File: src/rtl/tvc_pkg.sv
// shared types and constants for the triangle visibility cull block
package tvc_pkg;

    localparam logic [2:0] CFG_CAM_X     = 3'd0;
    localparam logic [2:0] CFG_CAM_Y     = 3'd1;
    localparam logic [2:0] CFG_CAM_Z     = 3'd2;
    localparam logic [2:0] CFG_VIEW_DIR  = 3'd3;
    localparam logic [2:0] CFG_CONE_COS  = 3'd4;
    localparam logic [2:0] CFG_NEAR      = 3'd5;
    localparam logic [2:0] CFG_DISABLE   = 3'd6;

    localparam logic [1:0] REASON_VISIBLE = 2'd0;
    localparam logic [1:0] REASON_BACK    = 2'd1;
    localparam logic [1:0] REASON_CONE    = 2'd2;

    // cos(0.6*pi) in q2.14 scaled to q4.28
    localparam logic signed [34:0] FRONT_LIMIT = -35'sd82952192;
    // squared raw length below this means the vertex sits at the camera
    localparam logic [65:0] AT_CAMERA_SQ = 66'd4295;

    // per vertex flags handed from the front part to the back part
    typedef struct packed {
        logic front;
        logic incone;
        logic last;
    } t_vtx_flags;

endpackage

File: src/rtl/tvc_back.sv
// triangle accumulator and result register
module tvc_back
    import tvc_pkg::*;
(
    input  logic       i_clk,
    input  logic       i_rst_n,
    input  logic       i_valid,
    output logic       o_stall,
    input  t_vtx_flags i_flags,
    input  logic       i_disable,
    output logic       o_valid,
    input  logic       i_stall,
    output logic       o_visible,
    output logic [1:0] o_cull_reason
);

    logic       r_any_front, r_any_cone, r_valid, r_visible;
    logic [1:0] r_reason;
    logic       w_take, w_front, w_cone;

    assign o_stall = r_valid && i_stall;
    assign w_take  = i_valid && !o_stall;
    assign w_front = r_any_front || i_flags.front;
    assign w_cone  = r_any_cone || i_flags.incone;

    always_ff @(posedge i_clk) begin
        if (!i_rst_n) begin
            r_any_front <= 1'b0; r_any_cone <= 1'b0; r_valid <= 1'b0;
        end else begin
            if (r_valid && !i_stall) r_valid <= 1'b0;
            if (w_take) begin
                r_any_front <= i_flags.last ? 1'b0 : w_front;
                r_any_cone  <= i_flags.last ? 1'b0 : w_cone;
                if (i_flags.last) r_valid <= 1'b1;
            end
        end
    end

    always_ff @(posedge i_clk) begin
        if (w_take && i_flags.last) begin
            if (i_disable || (w_front && w_cone)) begin
                r_visible <= 1'b1; r_reason <= REASON_VISIBLE;
            end else if (!w_front) begin
                r_visible <= 1'b0; r_reason <= REASON_BACK;
            end else begin
                r_visible <= 1'b0; r_reason <= REASON_CONE;
            end
        end
    end

    assign o_valid       = r_valid;
    assign o_visible     = r_visible;
    assign o_cull_reason = r_reason;

endmodule

File: config.mk
export PLATFORM = sky130hd
export DESIGN_NAME = tvc_back
export DESIGN_NICKNAME = d
export VERILOG_FILES = /design/src/rtl/tvc_pkg.sv /design/src/rtl/tvc_back.sv
export SDC_FILE = /design/constraint.sdc
export NUM_CORES = 1
export LEC_CHECK = 0
export BUFFER_PORTS_ARGS = -buffer_cell sky130_fd_sc_hd__buf_2
export CORE_AREA = 4 4 41 43
export CTS_BUF_LIST = sky130_fd_sc_hd__clkbuf_2
export CTS_CLUSTER_DIAMETER = 80
export DETAILED_ROUTE_END_ITERATION = 12
export DIE_AREA = 0 0 45 47
export GPL_TIMING_DRIVEN = 0
export SYNTH_ARGS = -nofsm -noshare
export SYNTH_HDL_FRONTEND = slang
export SYNTH_SLANG_ARGS = --single-unit
File: constraint.sdc
create_clock -name i_clk -period 0.83 [get_ports i_clk]
set_input_delay 0.083 -clock i_clk [delete_from_list [all_inputs] [get_ports i_clk]]
set_output_delay 0.083 -clock i_clk [all_outputs]
set_load 0.02 [all_outputs]
==> results of run 1 <==
==> stage by stage <==
step	total power, uW	setup slack [ps]	setup TNS (ps)
2_1_floorplan	392	-65.3	-196
3_3_place_gp	430	-44.1	-132
3_5_place_dp	431	-44.4	-133
4_1_cts	681	-73.4	-220
5_1_grt	742	-119	-652
6_report	686	-59.3	-181
==> metal layers <==
| metal | part of all wire (%) | up-vias |
|---|---|---|
| li1 | - | 107 |
| met4 | 0 | 0 |
| met3 | 21 | 0 |
| met5 | 0 | - |
| met1 | 38 | 98 |
| met2 | 41 | 16 |
==> timing repair <==
item | CTS | global route
hold endpoints to repair | 0 | 0
setup buffers | 1 | 0
endpoints found under the setup margin | 8 | 11
gates cloned | 0 | 0
pin swaps | 4 | 2
gates resized for setup | 2 | 6
==> critical path, cell delays in order (launching register included) <==
cell and delay (ps):
dfxtp_4 350, nand2_4 60, inv_6 60, buf_6 110
==> cell type report <==
class / instances / area, um^2
inverters: 1 / 8.76
flip-flops and latches: 6 / 154
multi-input cells: 13 / 109
clock buffers: 4 / 20.0
fillers: 146 / 905
well taps: 15 / 18.8
repair buffers: 13 / 86.3
==> power groups by stage <==
stage                     Sequential, uW  Clock, uW  Combinational, uW
final                                338        242                106
after global routing                 339        286                117
after CTS                            335        253               93.2
after detailed placement             342          0               89.0
after global placement               342          0               88.3
after floorplan                      353          0               38.9
==> synthesized netlist by cell type (all sizes together) <==
| cell type | count | share of area, % |
|---|---|---|
| nand2 | 2 | 4.3 |
| nor2 | 4 | 6.4 |
| a21boi | 1 | 3.2 |
| nor3 | 2 | 8.5 |
| edfxtp | 3 | 38 |
| dfxtp | 3 | 26 |
| inv | 1 | 1.6 |
| o21ai | 1 | 3.7 |
| a31oi | 2 | 5.3 |
| o21a | 1 | 3.2 |
==> worst paths after layout <==
path	to	slack, ps	startpoint
hold / removal	r_any_front	110	i_rst_n
hold reg to reg	r_any_cone	510	r_any_cone
setup / recovery	o_stall	-60	o_valid
setup reg to reg	o_cull_reason[0]	-40	o_valid
==> cells by family after synthesis <==
| kind of cell | after synthesis |
|---|---|
| flops | 6 |
| compound gates | 5 |
| simple gates | 8 |
| buf+inv | 1 |
==> registers in the layout, indices dropped and copies added (netlist names) <==
| signal | count |
|---|---|
| o_cull_reason | 2 |
| o_valid | 1 |
| o_visible | 1 |
| r_any_cone | 1 |
| r_any_front | 1 |
==> flow_summary.toml, run 1 <==
[power_and_ir_drop]
swShare_pct = 26.4
p_leak_uw = 0.000171
p_per_area_nw_per_um2 = 1730
p_comb_share_pct = 15.4
internal_power_uw = 505
power_frac_seq_pct = 49.2
pwr-share-clk_pct = 35.3
worst_ir_drop_vdd_uv = 939
p_switching_uw = 181

[die]
initial_core_util_pct = 18.1
die_area_um2 = 2120
io-pin-count = 13
die_w_um = 45
fp.coreArea_um2 = 1300
die_y_um = 47
rows = 13

[logic_synthesis]
synth_compound_area_share_pct = 15.4
syn_inst = 20
synth_cell_type_count = 11
synthXorXnorAreaFrac_pct = 0
synthSimpleGateAreaFrac_pct = 19.1
synth_area_per_cell_um2 = 11.8
ys_seq_area_share_pct = 63.8
yosys_warnings = 0
syn_nets = 28
synth_top_family_by_area = "simple AND/OR/NAND/NOR gates"
synthesis.area_um2 = 235
synth_seq_cells = 6
muxShareOfSynthArea_pct = 0
synthAdderAreaFrac_pct = 0

[clocking]
numCtsBuffers = 3
htree_levels = 1
cts_root_buf = "clkbuf_2"
postCtsHoldBufs = 0
path_clk_slew_ps = 60
insertion_delay_ps = 230
cts.sinks = 6
cts_tree = "done"
cts_buffer_depth = 2

[placed_design]
dpl_cell_area_um2 = 335
io_buffers = 12
gp_congestion = 0.670
placed_cells = 47

[final_layout]
final_cell_mix = "buf_2 (9), clkbuf_2 (4), nor2_1 (3), edfxtp_1 (3), buf_6 (3)"
fin_nets = 46
drive_above_1_share_pct = 67.6
final_cell_area_um2 = 397
areaGrowthSynthToFinish_pct = 68.6
layout_commonest_cell = "buf_2"
diodes = 0
fin_util_pct = 30.5
final_cells = 52

[worst_setup_path]
r2r_cells = 3
start_kind = "flop"
endpoint_kind = "output pin"
cp.required_ps = 750
path_max_fanout = 3
arrival_ps = 810
path_class = "flop to output pin"

[drt]
drt-initial-drc-count = 7
vias = 221
via_per_inst = 4.25
drtAntennaViolNets = 0
drc = 0
dr.pass1.iters = 4
wirelength_um = 524
wl_per_cell_um = 10.1

[timing]
setup_viol = 8
tightestPinTransition_ps = 182
fin_crit_sh_pct = 107
whs_ps = 113
finalHoldViolCount = 0
fmax_ghz = 1.12
relSlewSlack_pct = 87.9
finClkSkew_ps = 7.76
period_needed_ps = 889
setup_ws_ps = -59.3
report.final.slew_viol_count = 0
rsz0062_at_grt = "true"

[worst_hold_path]
min_path_cells = 3
worstHoldPathType = "primary input to flop"

[global_routing]
grt_pass1_vias = 238
track_usage_pct = 6.84
busiest_layer = "met2"
grt_pass1_wl_um = 917
grtUsageMet3_pct = 7.66
grt_max_degree = 5
grt-ovfl-total = 0
antenna_found_initial = 0
gr-usage-met2_pct = 8.76
grt_util_met1_pct = 6.71

[run]
maxCapViolations = 0

[run_status]
status = "finished with violations"
violations = "negative setup slack"
(Power assumes the default switching activity.)
==> run 2: changes to the inputs <==
--- a/config.mk
+++ b/config.mk
@@ -7,7 +7,6 @@
 export LEC_CHECK = 0
 export BUFFER_PORTS_ARGS = -buffer_cell sky130_fd_sc_hd__buf_2
 export CORE_AREA = 4 4 41 43
-export CTS_BUF_LIST = sky130_fd_sc_hd__clkbuf_2
 export CTS_CLUSTER_DIAMETER = 80
 export DETAILED_ROUTE_END_ITERATION = 12
 export DIE_AREA = 0 0 45 47
==> flow_summary.toml, run 2 (synthesis gave the netlist of run 1 again) <==
[die]
die_area_um2 = 2120
fp.coreArea_um2 = 1300
io-pin-count = 13
die_w_um = 45
rows = 13
initial_core_util_pct = 18.1
die_y_um = 47

[clocking]
cts_tree = "done"
cts_root_buf = "clkbuf_4"
numCtsBuffers = 3
path_clk_slew_ps = 40
insertion_delay_ps = 240
htree_levels = 1
cts_buffer_depth = 2
cts.sinks = 6

[worst_setup_path]
crit_slowest_cell = "dfxtp_4"
endpoint_kind = "output pin"
r2r_end = "r_any_cone"
start_kind = "flop"
path_class = "flop to output pin"
ff2ff_setup_slack_ps = -40
slowest_delay_ps = 350
arrival_ps = 820
r2r_cells = 5
reg2reg_from = "o_valid"
crit_chain = "nand2_4 -> inv_6 -> buf_6"
path_max_fanout = 3
cp.required_ps = 750
path_delay_family = "flip-flops"
worst-path-buf-inv = 2

[power_and_ir_drop]
p_switching_uw = 179
power_frac_seq_pct = 45.7
worst_ir_drop_vdd_uv = 1210
internal_power_uw = 561
p_leak_uw = 0.000172
p_comb_share_pct = 14.6
p_per_area_nw_per_um2 = 1830
pwr-share-clk_pct = 39.7
swShare_pct = 24.2

[global_routing]
antenna_found_initial = 0
grt_pass1_wl_um = 903
track_usage_pct = 6.68
grt_pass1_vias = 233
grt-ovfl-total = 0
grt_max_degree = 5

[timing]
rsz0062_at_grt = "true"
tightestPinTransition_ps = 184
fin_crit_sh_pct = 109
setup_ws_ps = -73.5
whs_ps = 96.0
fmax_ghz = 1.11
period_needed_ps = 904
setup_viol = 9
finalHoldViolCount = 0
finClkSkew_ps = 4.95
report.final.slew_viol_count = 0
relSlewSlack_pct = 87.7

[final_layout]
areaGrowthSynthToFinish_pct = 71.8
layout_commonest_cell = "buf_2"
fin_util_pct = 31.1
fin_nets = 47
drive_above_1_share_pct = 65.8
largest_reg_flops = 2
fillers = 148
final_cell_area_um2 = 404
final_cell_mix = "buf_2 (10), nor2_1 (3), clkbuf_4 (3), edfxtp_1 (3)"
diodes = 0

[drt]
wl_per_cell_um = 10.3
vias = 228
drtAntennaViolNets = 0
drt-initial-drc-count = 7
dr.pass1.iters = 4
via_per_inst = 4.30
wirelength_um = 548
drc = 0

[run_status]
status = "finished with violations"
violations = "negative setup slack"

[placed_design]
gp_congestion = 0.670
dpl_cell_area_um2 = 335
io_buffers = 12

[worst_hold_path]
min_path_cells = 3
worstHoldPathType = "primary input to flop"
holdPathEnd = "r_any_front"
min_from = "i_rst_n"

[run]
maxCapViolations = 0
run 2: cell count changes in the layout (fill, tap and decap cells not counted):
cell	delta
buf_2	+1
buf_4	+1
buf_6	-1
clkbuf_1	+1
clkbuf_2	-4
clkbuf_4	+3
run 2: layer usage:
metal / up-vias / share of wire (%) / GRT usage [%]
li1: 108 / - / -
met1: 103 / 36 / 6.48
met2: 17 / 44 / 9.32
met4: 0 / 0 / 1.75
met5: - / 0 / 0
met3: 0 / 20 / 7.66
run 2: final cells by class:
class | instances | area [um^2] | area share [%]
inverters | 1 | 8.76 | 2.17
flip-flops and latches | 6 | 154 | 38.1
well taps | 15 | 18.8 | 4.64
repair buffers | 14 | 87.6 | 21.7
multi-input cells | 13 | 109 | 26.9
clock buffers | 4 | 26.3 | 6.50
run 2: through the flow:
stage / setup slack, ps / std cells / total power (uW) / setup TNS, ps
2_1_floorplan: -65.3 / 20 / 392 / -196
3_3_place_gp: -44.1 / 47 / 430 / -132
3_5_place_dp: -44.4 / 47 / 431 / -133
4_1_cts: -78.6 / 53 / 737 / -311
5_1_grt: -121 / 53 / 801 / -618
6_report: -73.5 / 53 / 740 / -219
run 2: tightest hold or removal path: stages:
cell and delay [ps]:
buf_2 110, o21ai_2 60, nor2_1 40
run 2: worst max-delay path by stage:
stage,from,end,cells after the start
after floorplan,o_valid,o_cull_reason[0],3
after global placement,o_valid,o_cull_reason[0],3
after detailed placement,o_valid,o_cull_reason[0],3
after CTS,o_valid,o_stall,3
after global routing,o_valid,o_stall,3
final,o_valid,o_stall,3
run 2: power groups by stage:
stage | combinational (uW) | clock, uW | sequential, uW
3_5_place_dp | 89.0 | 0 | 342
5_1_grt | 118 | 345 | 339
4_1_cts | 95.7 | 305 | 336
2_1_floorplan | 38.9 | 0 | 353
6_report | 108 | 294 | 338
3_3_place_gp | 88.3 | 0 | 342
run 2: repair_timing:
item	in CTS	in global routing
buffers inserted	2	0
resized for setup	2	3
hold buffers	0	0
pin swaps	5	5
endpoints found under the setup margin	8	11
==> run 3: changes to the inputs <==
==> constraint.sdc (replaced) <==
create_clock -name i_clk -period 1 [get_ports i_clk]
set_input_delay 0.1 -clock i_clk [delete_from_list [all_inputs] [get_ports i_clk]]
set_output_delay 0.1 -clock i_clk [all_outputs]
set_load 0.02 [all_outputs]
==> flow_summary.toml, run 3 (synthesis gave the netlist of run 1 again) <==
[worst_setup_path]
slowest_delay_ps = 340
path_class = "flop to output pin"
cp.required_ps = 900
ff2ff_setup_slack_ps = 100
path_max_fanout = 4
r2r_cells = 5
crit_slowest_cell = "dfxtp_2"
start_kind = "flop"
endpoint_kind = "output pin"
crit_chain = "nand2_4 -> inv_4 -> buf_6"
arrival_ps = 840
r2r_end = "r_any_cone"
reg2reg_from = "o_valid"

[power_and_ir_drop]
p_per_area_nw_per_um2 = 1620
worst_ir_drop_vdd_uv = 649
p_leak_uw = 0.000167

[final_layout]
layout_commonest_cell = "buf_2"
areaGrowthSynthToFinish_pct = 57.4
largest_reg_flops = 2
fin_nets = 46
final_cell_area_um2 = 370
diodes = 0
drive_above_1_share_pct = 62.2
final_cell_mix = "buf_2 (11), nor2_1 (3), clkbuf_4 (3), edfxtp_1 (3)"

[run_status]
status = "finished, final reports clean"

[timing]
fmax_ghz = 1.06
tns_ps = 0
fin_crit_sh_pct = 94.0
relSlewSlack_pct = 88.0
finClkSkew_ps = 3.11
period_needed_ps = 940
report.final.slew_viol_count = 0
setup_viol = 0
whs_ps = 113
tightestPinTransition_ps = 179
rsz0062_at_grt = "false"
finalHoldViolCount = 0

[die]
die_y_um = 47
io-pin-count = 13
fp.coreArea_um2 = 1300
die_area_um2 = 2120
rows = 13
initial_core_util_pct = 18.1
die_w_um = 45

[clocking]
cts_root_buf = "clkbuf_4"
path_clk_slew_ps = 50
htree_levels = 1
cts.sinks = 6
postCtsHoldBufs = 0
numCtsBuffers = 3
cts_buffer_depth = 2
cts_tree = "done"
insertion_delay_ps = 240

[worst_hold_path]
min_path_cells = 3
holdPathEnd = "r_any_front"
worstHoldPathType = "primary input to flop"
min_from = "i_rst_n"

[drt]
drt-initial-drc-count = 6
wirelength_um = 485
drtAntennaViolNets = 0
wl_per_cell_um = 9.33
vias = 212
dr.pass1.iters = 2
via_per_inst = 4.08
drc = 0

[placed_design]
gp_congestion = 0.650
dpl_cell_area_um2 = 322
io_buffers = 12

[global_routing]
grt_pass1_vias = 221
grt_pass1_wl_um = 834
grt-ovfl-total = 0
track_usage_pct = 5.95
grt_max_degree = 5
antenna_found_initial = 0

[run]
maxCapViolations = 0
## run 3: area by class of cell
| type | instances | area [um^2] |
|---|---|---|
| inverters | 1 | 6.26 |
| fillers | 156 | 931 |
| multi-input cells | 13 | 93.8 |
| clock buffers | 4 | 26.3 |
| well taps | 15 | 18.8 |
| repair buffers | 13 | 73.8 |
| flip-flops and latches | 6 | 151 |
## run 3: how the worst max path moves through the flow
stage             from  depth (start not counted)  slack, ps          endpoint
3_3_place_gp   o_valid                          3        100  o_cull_reason[0]
5_1_grt        o_valid                          3        0.8           o_stall
4_1_cts        o_valid                          3         10           o_stall
3_5_place_dp   o_valid                          3        110  o_cull_reason[0]
2_1_floorplan  o_valid                          3          3  o_cull_reason[0]
6_report       o_valid                          3         60           o_stall
## run 3: layer usage
layer	part of all wire (%)	vias to the layer above	global-route usage (%)	wire length [um]
met4	0	0	5.26	0
met1	48	92	6.90	231
met5	0	-	0	0
li1	-	107	-	-
met2	39	13	7.34	188
met3	13	0	3.83	65
## run 3: power by group
group / switching (uW) / total, uW / internal [uW] / leakage, uW
sequential: 6.72 / 280 / 274 / 0.0000538
combinational: 42.5 / 75.7 / 33.2 / 0.0000987
clock: 91.5 / 243 / 151 / 0.0000150
## run 3: worst max-delay path: cells and delay by family, from the launching register on
family        cells  cell delay, ps
flops             1             340
simple gates      1              70
buf+inv           2             180
## run 3: repair_timing
item,in CTS,in global routing
endpoints found under the setup margin,1,3
hold endpoints to repair,0,0
pin swaps,0,0
buffers inserted,1,0
gates resized for setup,3,2
## run 3: metrics by stage
step	std cells	utilization [%]	total power [uW]	worst slack (ps)
2_1_floorplan	20	-	323	2.65
3_3_place_gp	47	24.7	353	104
3_5_place_dp	47	24.7	354	110
4_1_cts	52	27.9	612	13.4
5_1_grt	52	28.5	634	0.836
6_report	52	28.5	599	59.5
