<file path="src/rtl/tvc_pkg.sv">
// shared types and constants for the triangle visibility cull block
package tvc_pkg;

    localparam logic [2:0] CFG_CAM_X     = 3'd0;
    localparam logic [2:0] CFG_CAM_Y     = 3'd1;
    localparam logic [2:0] CFG_CAM_Z     = 3'd2;
    localparam logic [2:0] CFG_VIEW_DIR  = 3'd3;
    localparam logic [2:0] CFG_CONE_COS  = 3'd4;
    localparam logic [2:0] CFG_NEAR      = 3'd5;
    localparam logic [2:0] CFG_DISABLE   = 3'd6;

    localparam logic [1:0] REASON_VISIBLE = 2'd0;
    localparam logic [1:0] REASON_BACK    = 2'd1;
    localparam logic [1:0] REASON_CONE    = 2'd2;

    // cos(0.6*pi) in q2.14 scaled to q4.28
    localparam logic signed [34:0] FRONT_LIMIT = -35'sd82952192;
    // squared raw length below this means the vertex sits at the camera
    localparam logic [65:0] AT_CAMERA_SQ = 66'd4295;

    // per vertex flags handed from the front part to the back part
    typedef struct packed {
        logic front;
        logic incone;
        logic last;
    } t_vtx_flags;

endpackage

</file>
<file path="src/rtl/tvc_fifo.sv">
// short flag queue between classifier and accumulator
module tvc_fifo
    import tvc_pkg::*;
(
    input  logic       i_clk,
    input  logic       i_rst_n,
    input  logic       i_valid,
    output logic       o_stall,
    input  t_vtx_flags i_data,
    output logic       o_valid,
    input  logic       i_stall,
    output t_vtx_flags o_data
);

    t_vtx_flags r_mem [4];
    logic [1:0] r_wp, r_rp;
    logic [2:0] r_cnt;
    logic       w_push, w_pop;

    assign o_stall = r_cnt == 3'd4;
    assign o_valid = r_cnt != 3'd0;
    assign o_data  = r_mem[r_rp];
    assign w_push  = i_valid && !o_stall;
    assign w_pop   = o_valid && !i_stall;

    always_ff @(posedge i_clk) begin
        if (!i_rst_n) begin
            r_wp <= '0; r_rp <= '0; r_cnt <= '0;
        end else begin
            if (w_push) r_wp <= r_wp + 2'd1;
            if (w_pop)  r_rp <= r_rp + 2'd1;
            r_cnt <= r_cnt + 3'(w_push) - 3'(w_pop);
        end
    end

    always_ff @(posedge i_clk) begin
        if (w_push) r_mem[r_wp] <= i_data;
    end

endmodule

</file>
<file path="config.mk">
export PLATFORM = sky130hd
export DESIGN_NAME = tvc_fifo
export DESIGN_NICKNAME = d
export VERILOG_FILES = /design/src/rtl/tvc_pkg.sv /design/src/rtl/tvc_fifo.sv
export SDC_FILE = /design/constraint.sdc
export NUM_CORES = 1
export LEC_CHECK = 0
export BUFFER_PORTS_ARGS = -buffer_cell sky130_fd_sc_hd__buf_2
export CAP_MARGIN = 10
export CORE_UTILIZATION = 50
export DETAILED_ROUTE_END_ITERATION = 8
export PLACE_DENSITY = 0.79
export SETUP_SLACK_MARGIN = 0.4
export SLEW_MARGIN = 25
export SYNTH_ARGS = -nofsm -noshare
export SYNTH_HDL_FRONTEND = slang
export SYNTH_SLANG_ARGS = --single-unit
</file>
<file path="constraint.sdc">
create_clock -name i_clk -period 4.7 [get_ports i_clk]
set_clock_uncertainty 0.2 [all_clocks]
set_input_delay 0.705 -clock i_clk [delete_from_list [all_inputs] [get_ports i_clk]]
set_output_delay 0.705 -clock i_clk [all_outputs]
set_load 0.02 [all_outputs]
</file>
==> results of run 1 <==
==> metrics by stage <==
step	hold slack (ns)	util (%)	setup slack, ns	area, µm²
finish	0.299	59.5	2.04	1030
global route	0.325	59.5	1.77	1030
CTS	0.308	59.5	2.03	1030
detailed placement	0.293	57.9	1.78	1000
global placement	0.257	57.9	1.82	1000
floorplan	0.245	-	2.14	928
==> logic make-up (layout without fill, tap and decap cells) <==
logic type | after synthesis | after routing | synth area share (%)
AO/OA/AOI/OAI | 3 | 3 | 2.16
XOR/XNOR | 2 | 2 | 1.89
adder cells (fa/ha/maj) | 7 | 7 | 10.2
buffers and inverters | 8 | 21 | 4.04
flip-flops | 21 | 21 | 58.2
multiplexers | 6 | 6 | 10.5
AND/OR/NAND/NOR | 19 | 19 | 12.9
==> cell type report <==
type | instances | area (µm²) | share of cell area, %
repair buffers | 11 | 55.1 | 5.36
multi-input cells | 37 | 350 | 34.1
clock buffers | 3 | 22.5 | 2.19
well taps | 25 | 31.3 | 3.05
flip-flops and latches | 21 | 541 | 52.6
clock inverters | 1 | 5.00 | 0.487
inverters | 6 | 22.5 | 2.19
==> routing by layer <==
layer	up-vias	wire length, µm	global-route usage (%)
met5	-	0	0
met4	0	10	7.27
met3	2	31	3.60
met2	5	601	22.0
met1	243	559	18.8
li1	253	-	-
==> synth_stat cells <==
cell | count | area share (%)
sky130_fd_sc_hd__and2_1 | 2 | 1.3
sky130_fd_sc_hd__nor3b_2 | 1 | 1.3
sky130_fd_sc_hd__inv_1 | 6 | 2.4
sky130_fd_sc_hd__or3_1 | 1 | 0.67
sky130_fd_sc_hd__nand2b_1 | 1 | 0.67
sky130_fd_sc_hd__mux4_2 | 3 | 7.3
sky130_fd_sc_hd__clkbuf_1 | 1 | 0.40
sky130_fd_sc_hd__dfxtp_1 | 9 | 19
sky130_fd_sc_hd__nor2_1 | 1 | 0.40
sky130_fd_sc_hd__fa_1 | 1 | 2.2
sky130_fd_sc_hd__nand2_1 | 5 | 2.0
sky130_fd_sc_hd__xnor2_1 | 2 | 1.9
sky130_fd_sc_hd__and2_2 | 4 | 3.2
sky130_fd_sc_hd__nor3_2 | 1 | 1.1
sky130_fd_sc_hd__a21boi_1 | 2 | 1.6
sky130_fd_sc_hd__edfxtp_1 | 12 | 39
sky130_fd_sc_hd__o21ai_0 | 1 | 0.54
sky130_fd_sc_hd__nor2b_1 | 2 | 1.3
sky130_fd_sc_hd__nor3b_1 | 1 | 0.81
sky130_fd_sc_hd__mux2i_1 | 3 | 3.2
sky130_fd_sc_hd__buf_6 | 1 | 1.2
sky130_fd_sc_hd__ha_1 | 6 | 8.1
==> worst paths after layout <==
path             from  cells past startpoint       end  slack [ns]
min reg2reg   r_wp[0]                      2   r_wp[0]        0.30
max          r_cnt[1]                     11  r_cnt[2]        2.04
max reg2reg  r_cnt[1]                     11  r_cnt[2]        2.04
min           r_wp[0]                      2   r_wp[0]        0.30
==> worst min-delay path, delay by kind of cell, from the launching register on <==
kind / cells / cell delay [ns]
multiplexers: 1 / 0.05
AND/OR/NAND/NOR: 1 / 0.06
flip-flops: 1 / 0.35
==> where the power goes <==
part	switching (µW)	internal, µW	total (µW)	leakage, µW
sequential	24.6	226	251	0.000184
clock	49.7	31.6	81.3	0.0000177
combinational	80.3	75.3	156	0.000207
==> registers in the layout, summed over array words and instances, names as in the netlist, named ones only <==
register	flops
r_mem	12
r_cnt	3
r_rp	2
r_wp	2
==> results list, run 1 <==
* CTS Hold Buffers Added: 0
- Initial antenna violation count: 0
- DR vias: 503
- Power density over the cells: between 400 and 500 mW/mm²
* Clock insertion delay at the later pin of the skew report: 0.29 ns
* Largest fanout on the critical path: 7
- Die X-Extent: 45.1 µm
* Fillcell total: 164
* Per-cell via count in the routed design: 4.84
* Setup Fix Bufs, Post-CTS: 0
* Critical-path cell list: nor3b_2 -> nor2b_1 -> inv_1 -> ha_1 -> inv_1 -> ha_1 -> inv_1 -> fa_1 -> xnor2_1 -> xnor2_1 -> and2_1
- Entering global routing, the biggest net connects 13 pins.
* TritonCTS clock tree: built
- After legalization and detailed placement, the total HPWL measured between 900 and 1000 µm.
* Vias in the first global route: 470
- The tree built by TritonCTS fans out to 21 sinks.
- When the netlist entered floorplanning its net count stood at 80.
* Post-CTS Resized: 0
* Net count reported at finish: 94
* Data required time at the worst endpoint: 4.69 ns
- Placed Cells: 100
- The area growth from synthesis to layout is 10.6%.
- The design draws 488 µW.
- The congestion estimate from routability-driven global placement came to 0.723.
- Max-slew violation count: 0
* Number of standard cells after synthesis: 66
- The finished layout holds 104 standard cells, fillers aside.
- Setup repair after global routing left no endpoint under its margin.
- Num rows: 15
- Routed length per instance: around 12 µm
- Most frequent CP cell: sky130_fd_sc_hd__inv_1
* Post-synthesis cell type count: 22
- Synthesis Warnings: 0
* ANT cells: 0
- In the final layout, the share of cells above drive strength 1 is 30.4%.
- TNS Setup: 0 ns
- Together, buffers and inverters on the worst path number 3.
- Final ANT Viol Nets: 0
- In this run the worst hold path is classified as reg -> reg.
* Signal arrival time at the worst endpoint: 2.65 ns
- Synthesis inferred 21 register bits.
- Core area: ~0.0017 mm²
- Measured against its own limit, the worst slew margin works out to 68.1%.
* Wire length of the first global-routing pass: 1970 µm
* Deepest clock path buffer count: 2
* Max Clock Freq: 0.376 GHz
- In this run the tool buffered the top-level ports with 11 buffer cells.
- The die is 45.1 µm tall.
* Number of CTS-inserted buffers: 3
- CP endpoint kind: register
- The slowest stage of the critical path is the sky130_fd_sc_hd__dfxtp_1 cell.
* Peak VDD IR: 239 µV
- Global routing used about 14% of the available tracks.
- Fin crit share: 56.5%
- Starting density of the core: 53.8%
- Static leakage: 0.000409 µW
* CP delay by family, top: adder cells
* Root buffer selected by CTS: sky130_fd_sc_hd__clkbuf_4
- The first routing iteration left 5 violations.
- In this run the number of H-tree levels came out at 1.
- Transition time of the tightest slew-check pin: approximately 0.48 ns
- Result of the run: complete, no violations
- Total of endpoints with negative setup slack in the final report: 0
* Leftover overflow at the end of global routing: 0
- DR DRC count: 0
- Mean cell area of the mapped netlist: 14.1 µm²
- The cell area that synthesis handed to floorplanning was 928 µm².
* Critical path launch point type: register
* First-pass detailed-route iteration total: 2
- Die area: 0.00203 mm²
- Maxcap violations: 0
* Number of endpoints with negative hold slack in the final report: 0
- The critical path is of the reg -> reg type.
- Highest-count cells in the layout ignoring fill and taps: sky130_fd_sc_hd__edfxtp_1 (12), sky130_fd_sc_hd__buf_2 (11), sky130_fd_sc_hd__dfxtp_1 (9)
* Routed wire length: 1200 µm
* Largest incremental delay on the critical path: between 0.4 and 0.5 ns
* Most frequent standard cell in the layout excluding fill and tap cells: sky130_fd_sc_hd__edfxtp_1
* Clock transition at the registers of the reported paths: approximately 0.11 ns
- After synthesis, flip-flops and latches occupy 58.2% of the total area.
- Shortest period the worst path allows: 2.66 ns
* I/O pins: 12
Power figures use the tool's default switching activity.
==> run 2: changes to the inputs <==
==> constraint.sdc (replaced) <==
create_clock -name i_clk -period 2.45 [get_ports i_clk]
set_clock_uncertainty 0.2 [all_clocks]
set_input_delay 0.3675 -clock i_clk [delete_from_list [all_inputs] [get_ports i_clk]]
set_output_delay 0.3675 -clock i_clk [all_outputs]
set_load 0.02 [all_outputs]
==> run 2 against run 1 <==
  * Combinational power increased by 130%
  * Critical path depth decreased by 1
  * Non-clock buffer count increased by 3
  * Cell area increased by 6.8%
  * Sequential share of layout area decreased by 2.4 points
  * Via count increased by 2.0%
  * Global-route usage increased by 3.0 points
  * Critical path type unchanged
  * Critical endpoint unchanged
  * Highest routed layer unchanged
==> results list, run 2 (synthesis gave the netlist of run 1 again) <==
* Register containing the most flip-flops in the final layout: r_mem
- The later-pin clock latency in the skew report is 0.29 ns (about the same).
- Routed wire length: 1410 µm (+17%)
- TNS Setup: 0 ns (unchanged)
- Launch point of the worst reg-to-reg path: r_cnt[2]
- From synthesis to final layout, the design area changed by 18.2%.
* Net count reported at finish: 97 (+3.2%)
* Vias in the first global route: 541 (+15%)
- Least setup slack across all paths after layout: 0.168 ns (-1.88 ns)
* Wire length of the first global-routing pass: 2340 µm (+19%)
* Highest-count cells in the layout ignoring fill and taps: sky130_fd_sc_hd__edfxtp_1 (12), sky130_fd_sc_hd__buf_2 (11), sky130_fd_sc_hd__nand2_1 (5), sky130_fd_sc_hd__ha_1 (5), sky130_fd_sc_hd__dfxtp_1 (5)
- The switching power is 334 µW (+120%).
- Setup repair after global routing could not meet its margin everywhere.
- In this design, the critical path's most frequently occurring cell is sky130_fd_sc_hd__inv_2.
- The number of max-slew violations in the final report came to 0 (unchanged).
- The x dimension of the die came to 45.1 µm (unchanged).
- Cells on worst reg2reg path: 10 (-1)
* Num rows: 15 (unchanged)
- Minimum setup slack after placement: 0.154 ns (-1.62 ns)
- Largest incremental delay on the critical path: 0.38 ns (-0.09 ns)
* Critical path launch point type: register
- Transition time of the tightest slew-check pin: 0.243 ns (-0.234 ns)
- The internal power consumption is 695 µW (+110%).
- I/O pins: 12 (unchanged)
* Clock transition at the registers of the reported paths: 0.11 ns (about the same)
- The die footprint is 0.00203 mm² (unchanged).
- The DRC violation count after routing is 0 (unchanged).
- The library cell used most frequently in the layout, excluding fill and tap cells, is sky130_fd_sc_hd__edfxtp_1.
* Capture instance of the worst register-to-register path: r_cnt[2]
- The worst hold path begins at i_data[2].
* Crit path max-delay cell type: sky130_fd_sc_hd__dfxtp_4
* RePlAce Congestion: 0.762 (+5.3%)
- Power density over the cells: 938 mW/mm² (+98%)
* Number of endpoints with negative hold slack in the final report: 0 (unchanged)
* Number of CTS-inserted buffers: 3 (unchanged)
* Combinational fraction of design power: 35.5% (+3.6 points)
* Data required time at the worst endpoint: 2.45 ns (-2.24 ns)
* Slew margin rel.: 83.7% (+16 points)
- The sum of overflow across all layers after global routing is 0 (unchanged).
- Peak VDD IR: 468 µV (+96%)
- The min-delay analysis places its worst path in the category in -> reg.
* Flip-flop count of the largest register after layout: 12 (unchanged)
* Share of layout cells above drive strength 1: 45.1% (+15 points)
- Result of the run: complete, no violations
- Static leakage: 0.000429 µW (+5.1%)
* Category of the most critical setup path: reg -> reg
* Initial antenna violation count: 0 (unchanged)
- The placeable core region was 0.00173 mm² (unchanged).
- The remaining number of nets flagged by the antenna check after routing was 0 (unchanged).
* First-pass detailed-route iteration total: 3 (+1)
- The average via count per standard cell came to 4.79 (-0.87%).
- TritonCTS built the clock tree.
* Iter 0 DRT Violations: 4 (-1)
- The post-route fraction of the period consumed by the critical path is 93.1% (+37 points).
- The number of diodes added for antenna fixing came to 0 (unchanged).
* Pin count of the biggest net entering global routing: 13 (unchanged)
- Routed length per instance: 13.2 µm (+14%)
- The highest clock frequency the design can meet was 0.438 GHz (+16%).
- The count of vias placed by the detailed router is 513 (+2.0%).
- Die Y: 45.1 µm (unchanged)
- Deepest clock path buffer count: 2 (unchanged)
* H-tree levels: 1 (unchanged)
- Leading registers by flop count: r_mem x12, r_cnt x3
* Shortest period the worst path allows: 2.28 ns (-0.374 ns)
- All-layer global routing usage: 17.3% (+3.0 points)
- The effective utilization at floorplan is 53.8% (unchanged).
- The number of violations of the max-capacitance limit was 0 (unchanged).
* Total of endpoints with negative setup slack in the final report: 0 (unchanged)
* Critical-path cell list: nor3_4 -> nor2_1 -> ha_1 -> inv_2 -> ha_4 -> inv_2 -> fa_2 -> xnor2_2 -> xnor2_1 -> and2_1
* CP endpoint kind: register
* Critical Path End: r_cnt[2]
- The portion of total power attributed to the clock network came to 15.3% (-1.4 points).
- Clock sink total: 21 (unchanged)
* Root buffer selected by CTS: sky130_fd_sc_hd__clkbuf_4
- The endpoint arrival time on the critical path was 2.28 ns (-0.37 ns).
- Largest fanout on the critical path: 5 (-2)
- The switching fraction of total power is 32.5% (+0.79 points).
- Critical path startpoint: r_cnt[2]
- The number of port buffers is 11 (unchanged).
- Proportion of power drawn by flip-flops and latches: 49.2% (-2.2 points)
- The register-to-register setup slack came to 0.17 ns (-1.88 ns).
## run 2: cell count changes in the layout (fill, tap and decap cells not counted), sizes merged
cell  change
buf       +3
## run 2: layout make-up
cell class	instances	area, µm²
fill	157	629
sequential	21	551
multi-input combinational	37	388
timing repair buffer	14	77.6
tap	25	31.3
clock buffer	3	22.5
inverter	6	22.5
clock inverter	1	5.00
## run 2: power groups by stage
stage | Clock [µW] | Combinational [µW] | Sequential [µW]
after floorplan | 0 | 250 | 489
after global placement | 0 | 302 | 499
after detailed placement | 0 | 314 | 505
after CTS | 163 | 345 | 504
after global routing | 182 | 407 | 518
final | 157 | 366 | 506
## run 2: how the worst min path moves through the flow
stage / end / depth (start not counted) / slack [ns]
3_5_place_dp: r_rp[1] / 2 / 0.28
6_report: r_mem[0][2] / 1 / 0.08
2_1_floorplan: register / 2 / 0.25
3_3_place_gp: r_rp[1] / 2 / 0.26
4_1_cts: r_mem[0][2] / 1 / 0.07
5_1_grt: r_mem[0][2] / 1 / 0.06
## run 2: worst max-delay path, delay by kind of cell, from the launching register on
kind,cells,cell delay [ns]
xor+xnor,2,0.26
simple gates,3,0.46
flops,1,0.38
fa+ha+maj,3,0.79
buf+inv,2,0.10
## run 2: timing repair
action / in CTS / in global routing
pin swaps: 0 / 5
hold buffers: 0 / 0
resized for setup: 4 / 5
endpoints found under the setup margin: 2 / 5
setup buffers: 2 / 0
## run 2: layer usage
| metal | GRT usage, % | share of wire, % | vias to the layer above |
|---|---|---|---|
| li1 | - | - | 257 |
| met1 | 18.6 | 42 | 248 |
| met2 | 31.6 | 55 | 6 |
| met3 | 3.60 | 2.3 | 2 |
| met4 | 9.09 | 0.85 | 0 |
| met5 | 0 | 0 | - |
## run 2: stage by stage
step | power (µW) | hold slack, ns | util [%] | instance area (µm²) | std cells
floorplan | 740 | 0.245 | - | 943 | 66
global placement | 801 | 0.259 | 59.2 | 1020 | 101
detailed placement | 819 | 0.275 | 59.2 | 1020 | 101
CTS | 1010 | 0.0723 | 62.3 | 1080 | 107
global route | 1110 | 0.0631 | 63.6 | 1100 | 107
finish | 1030 | 0.0791 | 63.6 | 1100 | 107
==> run 3: changes to the inputs <==
--- a/config.mk
+++ b/config.mk
@@ -8,6 +8,8 @@
 export BUFFER_PORTS_ARGS = -buffer_cell sky130_fd_sc_hd__buf_2
 export CAP_MARGIN = 10
 export CORE_UTILIZATION = 50
+export CTS_BUF_LIST = sky130_fd_sc_hd__clkbuf_8 sky130_fd_sc_hd__clkbuf_16
+export CTS_CLUSTER_SIZE = 24
 export DETAILED_ROUTE_END_ITERATION = 8
 export PLACE_DENSITY = 0.79
 export SETUP_SLACK_MARGIN = 0.4
==> run 3 against run 2 <==
  * Maximum frequency up 0.83%
  * Via count unchanged
  * Routed wire length is 3.8% lower
  * Power grew 5.1%
  * Sequential share of layout area decreased by 1.2 points
  * Core utilization is 1.4 points higher
  * Flip-flop and latch count stayed put
  * Sequential power is essentially flat
  * Critical path depth unchanged
  * Clock-buffer cell count is the same
==> results list, run 3 (synthesis gave the netlist of run 1 again) <==
- The required time of the critical path is 2.39 ns (-0.06 ns).
- Power density over the cells: 964 mW/mm² (+2.7%)
* Net switching power: 335 µW (+0.11%)
- Deepest clock path buffer count: 2 (unchanged)
- Launch point of the worst reg-to-reg path: r_cnt[2]
- The count of vias placed by the detailed router came to 513 (unchanged).
- The highest net fanout along the worst path was 5 (unchanged).
- Die area: 0.00203 mm² (unchanged)
- Flip-flop count of the largest register after layout: 12 (unchanged)
- Static leakage: 0.000442 µW (+2.9%)
- Register containing the most flip-flops in the final layout: r_mem
- The clock edge transition at the registers on the reported setup and hold paths is 0.07 ns (-0.04 ns).
- The register-to-register setup slack is 0.19 ns (+0.02 ns).
- Cells on worst reg2reg path: 10 (unchanged)
- Routed wire length: 1360 µm (-3.8%)
* Clock insertion delay at the later pin of the skew report: 0.25 ns (-0.04 ns)
* Capture instance of the worst register-to-register path: r_cnt[2]
* Most frequent standard cell in the layout excluding fill and tap cells: sky130_fd_sc_hd__edfxtp_1
- The global-route total usage across every layer was 16.2% (-1.1 points).
- Leading registers by flop count: r_mem x12, r_cnt x3
- Maxcap violations: 0 (unchanged)
* Combinational fraction of design power: 33.7% (-1.8 points)
- The final critical-path required period was 2.26 ns (-0.0187 ns).
* ANT cells: 0 (unchanged)
* DR DRC count: 0 (unchanged)
* Result of the run: complete, no violations
* Category of the most critical setup path: reg -> reg
- Core area: 0.00173 mm² (unchanged)
- The I/O pin count came to 12 (unchanged).
- TritonCTS clock tree: built
- Die Y: 45.1 µm (unchanged)
- The effective utilization at floorplan was 53.8% (unchanged).
- Routed length per instance: 12.6 µm (-4.7%)
* Critical path launch point type: register
- For hold timing, the worst endpoint is r_mem[3][2].
- The internal power consumption is 747 µW (+7.5%).
- The TritonCTS sink count is 21 (unchanged).
* RePlAce Congestion: 0.762 (unchanged)
- Sw Ratio: 30.9% (-1.5 points)
- The remaining number of nets flagged by the antenna check after routing is 0 (unchanged).
- The area growth from synthesis to layout is 20.9%.
- The average via count per standard cell is 4.75 (-0.93%).
* Leftover overflow at the end of global routing: 0 (unchanged)
* Clock power share: 19.7% (+4.4 points)
* Slew margin rel.: 83.7% (about the same)
- The number of max-slew violations in the final report came to 0 (unchanged).
- Max Clock Freq: 0.442 GHz (+0.83%)
* Vias in the first global route: 532 (-1.7%)
* Die X-Extent: 45.1 µm (unchanged)
* Iter 0 DRT Violations: 6 (+2)
* DP Area: 0.00102 mm² (unchanged)
- The library cells used most frequently in the layout, excluding fill and tap cells, are sky130_fd_sc_hd__edfxtp_1 (12), sky130_fd_sc_hd__buf_2 (11), sky130_fd_sc_hd__dfxtp_1 (6).
- Setup repair after global routing missed its margin: true
- The count of standard-cell rows is 15 (unchanged).
- The largest net degree at the start of global routing is 13 (unchanged).
- The post-route fraction of the period consumed by the critical path is 92.4% (-0.76 points).
* Initial antenna violation count: 0 (unchanged)
- The worst hold path stage count is 1 (unchanged).
- Count of input and output buffers: 11 (unchanged)
- Worst min path class: in -> reg
- Hold Startpoint: i_data[2]
* Transition time of the tightest slew-check pin: 0.244 ns (+0.000395 ns)
- TNS Setup: 0 ns (unchanged)
- The detailed-router iteration count before antenna repair is 3 (unchanged).
- Proportion of power drawn by flip-flops and latches: 46.6% (-2.6 points)
* H-tree levels: 1 (unchanged)
* Number of endpoints with negative hold slack in the final report: 0 (unchanged)
* Layout Cell Area excl Fill: 0.00112 mm² (+2.3%)
- Net count reported at finish: 98 (+1.0%)
- The number of failing setup endpoints in the final timing report came to 0 (unchanged).
- The endpoint arrival time on the critical path came to 2.21 ns (-0.07 ns).
* Root buffer selected by CTS: sky130_fd_sc_hd__clkbuf_8
- The number of hold buffers added after CTS was 0 (unchanged).
* Wire length of the first global-routing pass: 2260 µm (-3.2%)
- The ratio of cells with drive above 1 in the final layout came to 44.6% (-0.54 points).
* CP endpoint kind: register
- The TritonCTS buffer count is 3 (unchanged).
- The highest ir drop seen on vdd is 457 µV (-2.4%).
* Fillcell total: 149 (-5.1%)
run 3: cell count changes in the layout (fill, tap and decap cells not counted), sizes merged:
cell / change
buf: +1
run 3: area by class of cell:
cell class	instances	area, µm²	area share (%)
clock buffer	3	41.3	3.68
inverter	6	22.5	2.01
tap	25	31.3	2.79
timing repair buffer	15	85.1	7.58
sequential	21	549	48.9
clock inverter	1	5.00	0.446
multi-input combinational	37	388	34.6
run 3: layer usage:
metal	global-route usage, %	up-vias	share of wire [%]
met5	0	-	0
met4	5.45	0	0.74
met3	2.40	2	2.0
met2	29.9	4	55
met1	19.0	249	42
li1	-	258	-
run 3: worst max-delay path by stage:
stage	start	endpoint	slack (ns)	depth (start not counted)
5_1_grt	r_cnt[0]	r_cnt[2]	0.07	10
3_3_place_gp	r_cnt[1]	r_cnt[2]	0.21	10
6_report	r_cnt[2]	r_cnt[2]	0.19	10
3_5_place_dp	r_cnt[1]	r_cnt[2]	0.15	10
4_1_cts	r_cnt[2]	r_cnt[2]	0.18	11
2_1_floorplan	r_cnt[1]	r_cnt[2]	0.07	12
run 3: critical path, stage by stage (launching register included):
cell	delay, ns
sky130_fd_sc_hd__dfxtp_4	0.36
sky130_fd_sc_hd__nor3_4	0.23
sky130_fd_sc_hd__nor2_1	0.08
sky130_fd_sc_hd__ha_1	0.30
sky130_fd_sc_hd__inv_2	0.06
sky130_fd_sc_hd__ha_4	0.12
sky130_fd_sc_hd__inv_2	0.03
sky130_fd_sc_hd__fa_2	0.36
sky130_fd_sc_hd__xnor2_2	0.14
sky130_fd_sc_hd__xnor2_1	0.12
sky130_fd_sc_hd__and2_1	0.15
run 3: metrics by stage:
stage	hold slack (ns)	util [%]	power, µW	std cells	setup slack, ns
after floorplan	0.245	-	740	66	0.0688
final	0.134	65.0	1080	108	0.187
after detailed placement	0.275	59.2	819	101	0.154
after CTS	0.130	63.4	1060	107	0.177
after global placement	0.259	59.2	801	101	0.215
after global routing	0.127	65.0	1160	108	0.0703
run 3: power groups by stage:
stage	Combinational, µW	Sequential, µW	Clock [µW]
after floorplan	250	489	0
after global routing	406	516	234
after detailed placement	314	505	0
after global placement	302	499	0
after CTS	336	504	217
final	364	504	213
run 3: repair_timing:
item | in CTS | in global routing
resized for setup | 3 | 5
buffers inserted | 2 | 1
endpoints found under the setup margin | 2 | 2
endpoints found under the hold margin | 0 | 0
pin swaps | 0 | 5
